==> src/design/sorted_key_table_top_assert.svh <==
`ifndef SORTED_KEY_TABLE_TOP_ASSERT_SVH
`define SORTED_KEY_TABLE_TOP_ASSERT_SVH

// Check that cons holds in the same cycle as ante.
`define SKT_ASSERT_IMPLY(label, ante, cons, msg) \
    label: assert property (@(posedge clk) disable iff (!rst_n) (ante) |-> (cons)) \
        else $error(msg);

// Check that cons holds in the cycle after ante.
`define SKT_ASSERT_NEXT(label, ante, cons, msg) \
    label: assert property (@(posedge clk) disable iff (!rst_n) (ante) |=> (cons)) \
        else $error(msg);

`endif

==> src/design/skt_pkg.sv <==
package skt_pkg;

    localparam int REQ_W    = 2;
    localparam int KEY_W    = 32;
    localparam int STATUS_W = 2;
    localparam int FOUND_W  = 32;
    localparam int POS_W    = 6;
    localparam int COUNT_W  = 7;

    typedef enum logic [1:0] {
        REQ_INSERT = 2'd0,
        REQ_LOOKUP = 2'd1,
        REQ_DELETE = 2'd2,
        REQ_CLEAR  = 2'd3
    } req_t;

    typedef enum logic [1:0] {
        ST_OK        = 2'd0,
        ST_NOT_FOUND = 2'd1,
        ST_FULL      = 2'd2
    } status_t;

    typedef enum logic [2:0] {
        S_IDLE,
        S_DISPATCH,
        S_INS_CMP,
        S_INS_PUT,
        S_SRCH_RD,
        S_SRCH_CMP,
        S_DEL_MOV,
        S_RESP
    } state_t;

    typedef enum logic [2:0] {
        RD_INDEX,
        RD_PREV,
        RD_PREV2,
        RD_MID,
        RD_MID_NEXT,
        RD_NEXT2
    } rd_sel_t;

    typedef enum logic [2:0] {
        RES_NONE,
        RES_FULL,
        RES_MISS,
        RES_DONE_IDX,
        RES_FOUND,
        RES_HIT,
        RES_CLEAR
    } res_t;

    typedef struct packed {
        logic    load;
        rd_sel_t rd_sel;
        logic    wr_en;
        logic    wr_key;
        logic    idx_dec;
        logic    idx_inc;
        logic    idx_set_mid;
        logic    mid_load;
        logic    search_step;
        logic    count_inc;
        logic    count_dec;
        logic    count_clr;
        res_t    res;
    } cmd_t;

    typedef struct packed {
        req_t req;
        logic full;
        logic empty;
        logic gt;
        logic eq;
        logic idx_is_one;
        logic search_over;
        logic del_more;
        logic move_more;
    } stat_t;

endpackage

==> src/design/skt_dp.sv <==
module skt_dp #(
    parameter int DEPTH     = 64,
    parameter int KEY_WIDTH = 32
) (
    input  logic                          clk,
    input  logic                          rst_n,
    input  logic [skt_pkg::REQ_W-1:0]     req_type,
    input  logic [skt_pkg::KEY_W-1:0]     key,
    input  skt_pkg::cmd_t                 cmd,
    output skt_pkg::stat_t                stat,
    output logic [skt_pkg::STATUS_W-1:0]  status,
    output logic [skt_pkg::FOUND_W-1:0]   found_key,
    output logic [skt_pkg::POS_W-1:0]     position,
    output logic [skt_pkg::COUNT_W-1:0]   count,
    output logic                          full_res
);

    localparam int AW = $clog2(DEPTH);
    localparam int CW = $clog2(DEPTH + 1);

    logic [KEY_WIDTH-1:0] mem [DEPTH];

    skt_pkg::req_t        req_reg;
    logic [KEY_WIDTH-1:0] key_reg;
    logic [CW-1:0]        count_reg;
    logic [AW-1:0]        index_reg;
    logic [CW-1:0]        lo_reg;
    logic [CW-1:0]        hi_reg;
    logic [AW-1:0]        mid_reg;
    logic [KEY_WIDTH-1:0] rdata_reg;
    skt_pkg::status_t     status_reg;
    logic [KEY_WIDTH-1:0] found_reg;
    logic [AW-1:0]        pos_reg;

    logic [KEY_WIDTH+skt_pkg::KEY_W-1:0]     key_wide;
    logic [KEY_WIDTH-1:0]                    key_in;
    logic [CW-1:0]                           span;
    logic [CW-1:0]                           mid_full;
    logic [AW-1:0]                           mid_c;
    logic                                    lt;
    logic [CW-1:0]                           lo_next;
    logic [CW-1:0]                           hi_next;
    logic [AW-1:0]                           raddr;
    logic [KEY_WIDTH-1:0]                    wdata;
    logic [KEY_WIDTH+skt_pkg::FOUND_W-1:0]   found_wide;
    logic [AW+skt_pkg::POS_W-1:0]            pos_wide;
    logic [CW+skt_pkg::COUNT_W-1:0]          count_wide;

    assign key_wide = {{KEY_WIDTH{1'b0}}, key};
    assign key_in   = key_wide[KEY_WIDTH-1:0];

    assign span     = hi_reg - lo_reg - CW'(1);
    assign mid_full = lo_reg + (span >> 1);
    assign mid_c    = mid_full[AW-1:0];

    assign lt      = rdata_reg < key_reg;
    assign lo_next = lt ? (CW'(mid_reg) + CW'(1)) : lo_reg;
    assign hi_next = lt ? hi_reg : CW'(mid_reg);

    assign stat.req         = req_reg;
    assign stat.full        = count_reg == CW'(DEPTH);
    assign stat.empty       = count_reg == '0;
    assign stat.gt          = rdata_reg > key_reg;
    assign stat.eq          = rdata_reg == key_reg;
    assign stat.idx_is_one  = index_reg == AW'(1);
    assign stat.search_over = lo_next >= hi_next;
    assign stat.del_more    = (CW'(mid_reg) + CW'(1)) < count_reg;
    assign stat.move_more   = ((CW + 1)'(index_reg) + (CW + 1)'(2)) < (CW + 1)'(count_reg);

    always_comb
    begin
        case (cmd.rd_sel)
            skt_pkg::RD_PREV:     raddr = index_reg - AW'(1);
            skt_pkg::RD_PREV2:    raddr = index_reg - AW'(2);
            skt_pkg::RD_MID:      raddr = mid_c;
            skt_pkg::RD_MID_NEXT: raddr = mid_reg + AW'(1);
            skt_pkg::RD_NEXT2:    raddr = index_reg + AW'(2);
            default:              raddr = index_reg;
        endcase
    end

    assign wdata = cmd.wr_key ? key_reg : rdata_reg;

    always_ff @(posedge clk)
    begin
        if (cmd.wr_en)
        begin
            mem[index_reg] <= wdata;
        end
        rdata_reg <= mem[raddr];
    end

    always_ff @(posedge clk or negedge rst_n)
    begin
        if (!rst_n)
        begin
            count_reg <= '0;
        end
        else if (cmd.count_clr)
        begin
            count_reg <= '0;
        end
        else if (cmd.count_inc)
        begin
            count_reg <= count_reg + CW'(1);
        end
        else if (cmd.count_dec)
        begin
            count_reg <= count_reg - CW'(1);
        end
    end

    always_ff @(posedge clk)
    begin
        if (cmd.load)
        begin
            req_reg   <= skt_pkg::req_t'(req_type);
            key_reg   <= key_in;
            index_reg <= count_reg[AW-1:0];
            lo_reg    <= '0;
            hi_reg    <= count_reg;
        end
        else
        begin
            if (cmd.idx_set_mid)
            begin
                index_reg <= mid_reg;
            end
            else if (cmd.idx_dec)
            begin
                index_reg <= index_reg - AW'(1);
            end
            else if (cmd.idx_inc)
            begin
                index_reg <= index_reg + AW'(1);
            end
            if (cmd.search_step)
            begin
                lo_reg <= lo_next;
                hi_reg <= hi_next;
            end
        end
        if (cmd.mid_load)
        begin
            mid_reg <= mid_c;
        end
    end

    always_ff @(posedge clk)
    begin
        case (cmd.res)
            skt_pkg::RES_FULL:
            begin
                status_reg <= skt_pkg::ST_FULL;
                found_reg  <= '0;
                pos_reg    <= '0;
            end
            skt_pkg::RES_MISS:
            begin
                status_reg <= skt_pkg::ST_NOT_FOUND;
                found_reg  <= '0;
                pos_reg    <= '0;
            end
            skt_pkg::RES_DONE_IDX:
            begin
                status_reg <= skt_pkg::ST_OK;
                found_reg  <= '0;
                pos_reg    <= index_reg;
            end
            skt_pkg::RES_FOUND:
            begin
                status_reg <= skt_pkg::ST_OK;
                found_reg  <= rdata_reg;
                pos_reg    <= mid_reg;
            end
            skt_pkg::RES_HIT:
            begin
                status_reg <= skt_pkg::ST_OK;
                found_reg  <= '0;
                pos_reg    <= mid_reg;
            end
            skt_pkg::RES_CLEAR:
            begin
                status_reg <= skt_pkg::ST_OK;
                found_reg  <= '0;
                pos_reg    <= '0;
            end
            default:
            begin
            end
        endcase
    end

    assign found_wide = {{skt_pkg::FOUND_W{1'b0}}, found_reg};
    assign pos_wide   = {{skt_pkg::POS_W{1'b0}}, pos_reg};
    assign count_wide = {{skt_pkg::COUNT_W{1'b0}}, count_reg};

    assign status    = status_reg;
    assign found_key = found_wide[skt_pkg::FOUND_W-1:0];
    assign position  = pos_wide[skt_pkg::POS_W-1:0];
    assign count     = count_wide[skt_pkg::COUNT_W-1:0];
    assign full_res  = stat.full;

endmodule

==> src/design/skt_ctrl.sv <==
`include "sorted_key_table_top_assert.svh"

module skt_ctrl (
    input  logic           clk,
    input  logic           rst_n,
    input  logic           start,
    input  skt_pkg::stat_t stat,
    output skt_pkg::cmd_t  cmd,
    output logic           busy,
    output logic           done
);

    skt_pkg::state_t state_reg;
    skt_pkg::state_t state_next;

    always_ff @(posedge clk or negedge rst_n)
    begin
        if (!rst_n)
        begin
            state_reg <= skt_pkg::S_IDLE;
        end
        else
        begin
            state_reg <= state_next;
        end
    end

    always_comb
    begin
        state_next = state_reg;
        case (state_reg)
            skt_pkg::S_IDLE:
            begin
                if (start)
                begin
                    state_next = skt_pkg::S_DISPATCH;
                end
            end
            skt_pkg::S_DISPATCH:
            begin
                if (stat.req == skt_pkg::REQ_INSERT)
                begin
                    if (stat.full)
                    begin
                        state_next = skt_pkg::S_RESP;
                    end
                    else if (stat.empty)
                    begin
                        state_next = skt_pkg::S_INS_PUT;
                    end
                    else
                    begin
                        state_next = skt_pkg::S_INS_CMP;
                    end
                end
                else if (stat.req inside {skt_pkg::REQ_LOOKUP, skt_pkg::REQ_DELETE})
                begin
                    state_next = stat.empty ? skt_pkg::S_RESP : skt_pkg::S_SRCH_RD;
                end
                else
                begin
                    state_next = skt_pkg::S_RESP;
                end
            end
            skt_pkg::S_INS_CMP:
            begin
                if (!stat.gt)
                begin
                    state_next = skt_pkg::S_RESP;
                end
                else if (stat.idx_is_one)
                begin
                    state_next = skt_pkg::S_INS_PUT;
                end
            end
            skt_pkg::S_INS_PUT:
            begin
                state_next = skt_pkg::S_RESP;
            end
            skt_pkg::S_SRCH_RD:
            begin
                state_next = skt_pkg::S_SRCH_CMP;
            end
            skt_pkg::S_SRCH_CMP:
            begin
                if (stat.eq)
                begin
                    if (stat.req == skt_pkg::REQ_DELETE && stat.del_more)
                    begin
                        state_next = skt_pkg::S_DEL_MOV;
                    end
                    else
                    begin
                        state_next = skt_pkg::S_RESP;
                    end
                end
                else
                begin
                    state_next = stat.search_over ? skt_pkg::S_RESP : skt_pkg::S_SRCH_RD;
                end
            end
            skt_pkg::S_DEL_MOV:
            begin
                if (!stat.move_more)
                begin
                    state_next = skt_pkg::S_RESP;
                end
            end
            skt_pkg::S_RESP:
            begin
                state_next = skt_pkg::S_IDLE;
            end
            default:
            begin
                state_next = skt_pkg::S_IDLE;
            end
        endcase
    end

    always_comb
    begin
        cmd        = '0;
        cmd.rd_sel = skt_pkg::RD_INDEX;
        cmd.res    = skt_pkg::RES_NONE;
        case (state_reg)
            skt_pkg::S_IDLE:
            begin
                cmd.load = start;
            end
            skt_pkg::S_DISPATCH:
            begin
                if (stat.req == skt_pkg::REQ_INSERT)
                begin
                    if (stat.full)
                    begin
                        cmd.res = skt_pkg::RES_FULL;
                    end
                    else
                    begin
                        cmd.rd_sel = skt_pkg::RD_PREV;
                    end
                end
                else if (stat.req inside {skt_pkg::REQ_LOOKUP, skt_pkg::REQ_DELETE})
                begin
                    if (stat.empty)
                    begin
                        cmd.res = skt_pkg::RES_MISS;
                    end
                end
                else
                begin
                    cmd.count_clr = 1'b1;
                    cmd.res       = skt_pkg::RES_CLEAR;
                end
            end
            skt_pkg::S_INS_CMP:
            begin
                cmd.wr_en = 1'b1;
                if (stat.gt)
                begin
                    cmd.idx_dec = 1'b1;
                    cmd.rd_sel  = skt_pkg::RD_PREV2;
                end
                else
                begin
                    cmd.wr_key    = 1'b1;
                    cmd.count_inc = 1'b1;
                    cmd.res       = skt_pkg::RES_DONE_IDX;
                end
            end
            skt_pkg::S_INS_PUT:
            begin
                cmd.wr_en     = 1'b1;
                cmd.wr_key    = 1'b1;
                cmd.count_inc = 1'b1;
                cmd.res       = skt_pkg::RES_DONE_IDX;
            end
            skt_pkg::S_SRCH_RD:
            begin
                cmd.rd_sel   = skt_pkg::RD_MID;
                cmd.mid_load = 1'b1;
            end
            skt_pkg::S_SRCH_CMP:
            begin
                if (stat.eq)
                begin
                    if (stat.req == skt_pkg::REQ_DELETE)
                    begin
                        cmd.res = skt_pkg::RES_HIT;
                        if (stat.del_more)
                        begin
                            cmd.idx_set_mid = 1'b1;
                            cmd.rd_sel      = skt_pkg::RD_MID_NEXT;
                        end
                        else
                        begin
                            cmd.count_dec = 1'b1;
                        end
                    end
                    else
                    begin
                        cmd.res = skt_pkg::RES_FOUND;
                    end
                end
                else
                begin
                    cmd.search_step = 1'b1;
                    if (stat.search_over)
                    begin
                        cmd.res = skt_pkg::RES_MISS;
                    end
                end
            end
            skt_pkg::S_DEL_MOV:
            begin
                cmd.wr_en   = 1'b1;
                cmd.idx_inc = 1'b1;
                cmd.rd_sel  = skt_pkg::RD_NEXT2;
                if (!stat.move_more)
                begin
                    cmd.count_dec = 1'b1;
                end
            end
            default:
            begin
            end
        endcase
    end

    assign busy = state_reg != skt_pkg::S_IDLE;
    assign done = state_reg == skt_pkg::S_RESP;

    `SKT_ASSERT_NEXT(a_accept_busy, start && !busy, busy, "accepted request did not raise busy")
    `SKT_ASSERT_NEXT(a_done_release, done, !busy && !done, "result strobe not followed by idle")
    `SKT_ASSERT_IMPLY(a_grow_not_full, cmd.count_inc, !stat.full, "insert grew a full table")
    `SKT_ASSERT_IMPLY(a_shrink_not_empty, cmd.count_dec, !stat.empty, "delete shrank an empty table")

endmodule

==> src/design/sorted_key_table_top.sv <==
// Channel   Ports                                        Handshake
// request   req_type, key                                start high, busy low
// result    status, found_key, position, count, full_res done strobe, one cycle
//
// Keys live in a single-port-read memory with registered read data, one read and one write
// per cycle; that port sets the timing. Clear, refused insert and lookup or delete on an
// empty table go straight to the result; insert moves each larger key up one slot, lookup
// reads and compares once per search probe, delete also moves each later key down a slot.
// Reset clears the controller and the count only; the key memory needs no clearing pass.
// Busy stays high from the transfer until the strobe cycle; the receiver cannot stall.
module sorted_key_table_top #(
    parameter int DEPTH     = 64,
    parameter int KEY_WIDTH = 32
) (
    input  logic                          clk,
    input  logic                          rst_n,
    input  logic                          start,
    output logic                          busy,
    input  logic [skt_pkg::REQ_W-1:0]     req_type,
    input  logic [skt_pkg::KEY_W-1:0]     key,
    output logic                          done,
    output logic [skt_pkg::STATUS_W-1:0]  status,
    output logic [skt_pkg::FOUND_W-1:0]   found_key,
    output logic [skt_pkg::POS_W-1:0]     position,
    output logic [skt_pkg::COUNT_W-1:0]   count,
    output logic                          full_res
);

    skt_pkg::cmd_t  cmd;
    skt_pkg::stat_t stat;

    skt_ctrl u_ctrl (
        .clk   (clk),
        .rst_n (rst_n),
        .start (start),
        .stat  (stat),
        .cmd   (cmd),
        .busy  (busy),
        .done  (done)
    );

    skt_dp #(
        .DEPTH     (DEPTH),
        .KEY_WIDTH (KEY_WIDTH)
    ) u_dp (
        .clk       (clk),
        .rst_n     (rst_n),
        .req_type  (req_type),
        .key       (key),
        .cmd       (cmd),
        .stat      (stat),
        .status    (status),
        .found_key (found_key),
        .position  (position),
        .count     (count),
        .full_res  (full_res)
    );

endmodule

==> config.mk <==
export PLATFORM = sky130hd
export DESIGN_NAME = sorted_key_table_top
export DESIGN_NICKNAME = d
export VERILOG_FILES = /design/src/design/skt_pkg.sv /design/src/design/skt_dp.sv /design/src/design/skt_ctrl.sv /design/src/design/sorted_key_table_top.sv
export VERILOG_INCLUDE_DIRS = /design/src /design/src/design
export SDC_FILE = /design/constraint.sdc
export NUM_CORES = 2
export LEC_CHECK = 0
export BUFFER_PORTS_ARGS = -buffer_cell sky130_fd_sc_hd__buf_4
export CORE_AREA = 3 3 388 467
export CTS_BUF_LIST = sky130_fd_sc_hd__clkbuf_8
export DETAILED_ROUTE_END_ITERATION = 10
export DIE_AREA = 0 0 391 470
export PLACE_DENSITY = 0.65
export SLEW_MARGIN = 20
export SYNTH_ARGS = -nofsm -noshare
export SYNTH_HDL_FRONTEND = slang
export SYNTH_SLANG_ARGS = --single-unit
export TNS_END_PERCENT = 10
==> constraint.sdc <==
create_clock -name clk -period 15.42 [get_ports clk]
set_input_delay 0.771 -clock clk [delete_from_list [all_inputs] [get_ports clk]]
set_output_delay 0.771 -clock clk [all_outputs]
set_load 0.005 [all_outputs]
==> qor.yml <==
status:
  status: "finished clean"
global_route:
  grt_pass1_vias: 53810
  antenna_found_initial: 16
  grt_pass1_wl_mm: 369.4
  grt_usage: 0.2752
  grt_remaining_overflow: 0
  grt_max_degree: 177
placed_design:
  portBuffers: 86
  hpwl_mm: 140.7
  routabilityCongestion: 0.8909
  placed_area_sq_mm: 0.09296
synthesis:
  synth_seq_area_share: 0.7386
  synth_cell_types: 73
  synth.yosys.warnings: 0
  synthArstFlopShare: 0.004566
  synth_area_leaders: "edfxtp_1 73%, nand2_1 6.5%, nand3_1 3.3%"
  synth_edf_count: 2141
  ys_seq_elements: 2190
  syn_area_sq_mm: 0.08844
  avgSynthCellArea_sq_um: 14.00
  synth_top_cell_by_area: "edfxtp_1"
  yosys.area.top_type_share: 0.7270
  ys.flop_type: "edfxtp_1"
  synth_nets: 6437
  syn-instance-count: 6315
floorplan:
  core_area_sq_mm: 0.1768
  die_h_um: 470
  start_util: 0.5003
  die_x_um: 391
  row_count: 169
  io_pins: 87
  dieArea_sq_mm: 0.1838
sta:
  drv_slew: 0
  max_freq_mhz: 133.5
  worstMarginPinSlew_ns: 1.208
  holdWs_ns: 0.1160
  hold_viol_final: 0
  period_needed_ns: 7.493
  period_share: 0.4859
  setup_violations: 0
  finClkSkew_ns: 0.06732
  slew_headroom: 0.1925
  rsz0062_at_grt: "no"
  tns_ns: 0
clock_network:
  cts_tree: "done"
  cts_max_level: 5
  cts_root_buf: "clkbuf_8"
  ctsResizeCount: 0
  hold_buffers: 35
  clk_pin_slew_ns: 0.07
  clock_path_buffers: 4
  postCtsSetupRepairBufs: 0
  cts_buffers: 340
  clk_latency_ns: 1.05
  clock_sinks: 2190
job:
  maxCapViolations: 0
route:
  postRouteAntennaNets: 0
  drc: 0
  vias_per_cell: 6.114
  drt-total-wl_mm: 255.8
  firstDrtPassIters: 7
  vias: 55910
  drt_iter0_drc: 6626
  wl_per_cell_um: 27.97
finish:
  layout_common_cells: "2141 x edfxtp_1, 1519 x nand2_1, 583 x nand3_1"
  fin_util: 0.5616
  finalNetCount: 6711
  drive_gt1_frac: 0.1382
  largest_reg_flops: 2048
  mostFrequentLayoutCell: "edfxtp_1"
  final_area_sq_mm: 0.09928
  regMostFlops: "u_dp.mem"
  area_delta_synth_final_pct: 12.26
worst_hold_path:
  min_path_type: "primary input to asynchronous set/reset pin"
critical_path:
  reg2reg_setup_slack_ns: 7.93
  reg2regPathDepth: 19
  crit_fanout: 144
  setup.worst_path.class: "flop to flop"
  cp-start-kind: "flop"
  required_ns: 16.27
  cp-end-kind: "flop"
  arrival_ns: 8.34
==> stage by stage <==
step	std cells	setup slack [ns]
floorplan	6315	9.661
global placement	8513	6.750
detailed placement	8519	7.997
CTS	9137	7.956
global route	9140	7.490
finish	9144	7.927
==> routing by layer <==
metal  up-vias  part of all wire  global-route usage  wire (um)
met5         -          0.000051                   0         13
met4         2             0.052              0.1369      13360
met3       517             0.096             0.04973      24670
met2      3108              0.47              0.4326     119900
met1     28190              0.38              0.3711      97790
li1      24090                 -                   -          -
==> cell usage after synthesis, drive strengths merged, types with 11 or more instances <==
library cell,count
a2111oi,63
a211oi,68
a21o,24
a21oi,236
a311oi,64
a31oi,100
and2,101
and3,104
buf,169
clkbuf,221
dfxtp,39
edfxtp,2141
ha,81
inv,61
mux2i,136
mux4,97
nand2,1520
nand3,584
nand4,14
nor2,144
nor2b,68
nor3,11
nor4,34
o21ai,72
o32ai,31
xnor2,23
==> cell families after synthesis <==
group                      count (synthesis)  synth area share
adders and majority gates                 85           0.01237
and+or+nand+nor                         2608            0.1303
muxes                                    242           0.04124
AOI/OAI and AO/OA                        706           0.05270
xor gates and xnor gates                  32          0.003169
DFF                                     2190            0.7386
buffers and inverters                    452           0.02156
==> worst paths after layout <==
check                                       to            start
min in group clk           u_ctrl.state_reg[0]            start
hold / removal                   u_dp.count[1]            rst_n
setup reg to reg            u_dp.rdata_reg[18]  u_dp.mid_reg[0]
max in group asynchronous        u_dp.count[5]            rst_n
hold reg to reg                 u_dp.lo_reg[0]   u_dp.lo_reg[0]
setup / recovery            u_dp.rdata_reg[18]  u_dp.mid_reg[0]
==> final cells by class <==
type | count | area, sq um
well taps | 2308 | 2888
diodes | 6 | 15.01
clock buffers | 351 | 4831
multi-input cells | 3673 | 22260
repair buffers | 322 | 2613
fillers | 13880 | 77490
clock inverters | 232 | 1121
inverters | 62 | 232.7
flip-flops and latches | 2190 | 65320
==> worst max-delay path: stages (launching register included) <==
cell	delay [ns]
edfxtp_1	0.51
ha_1	0.25
nand3_1	0.13
xnor2_1	0.31
ha_1	0.31
nand4_1	0.10
and3_1	0.19
o211ai_1	0.14
or3_1	0.47
and3_4	0.26
a211oi_4	0.22
buf_4	0.56
buf_12	0.47
buf_12	0.66
buf_4	0.73
nand2_1	0.10
and3_1	0.21
a31oi_1	0.16
a2111oi_0	0.24
nor4_1	0.90
Power is left out: the tool's default activity adds up to more than one toggle a clock period on the data nets, which glitch-free logic cannot reach.
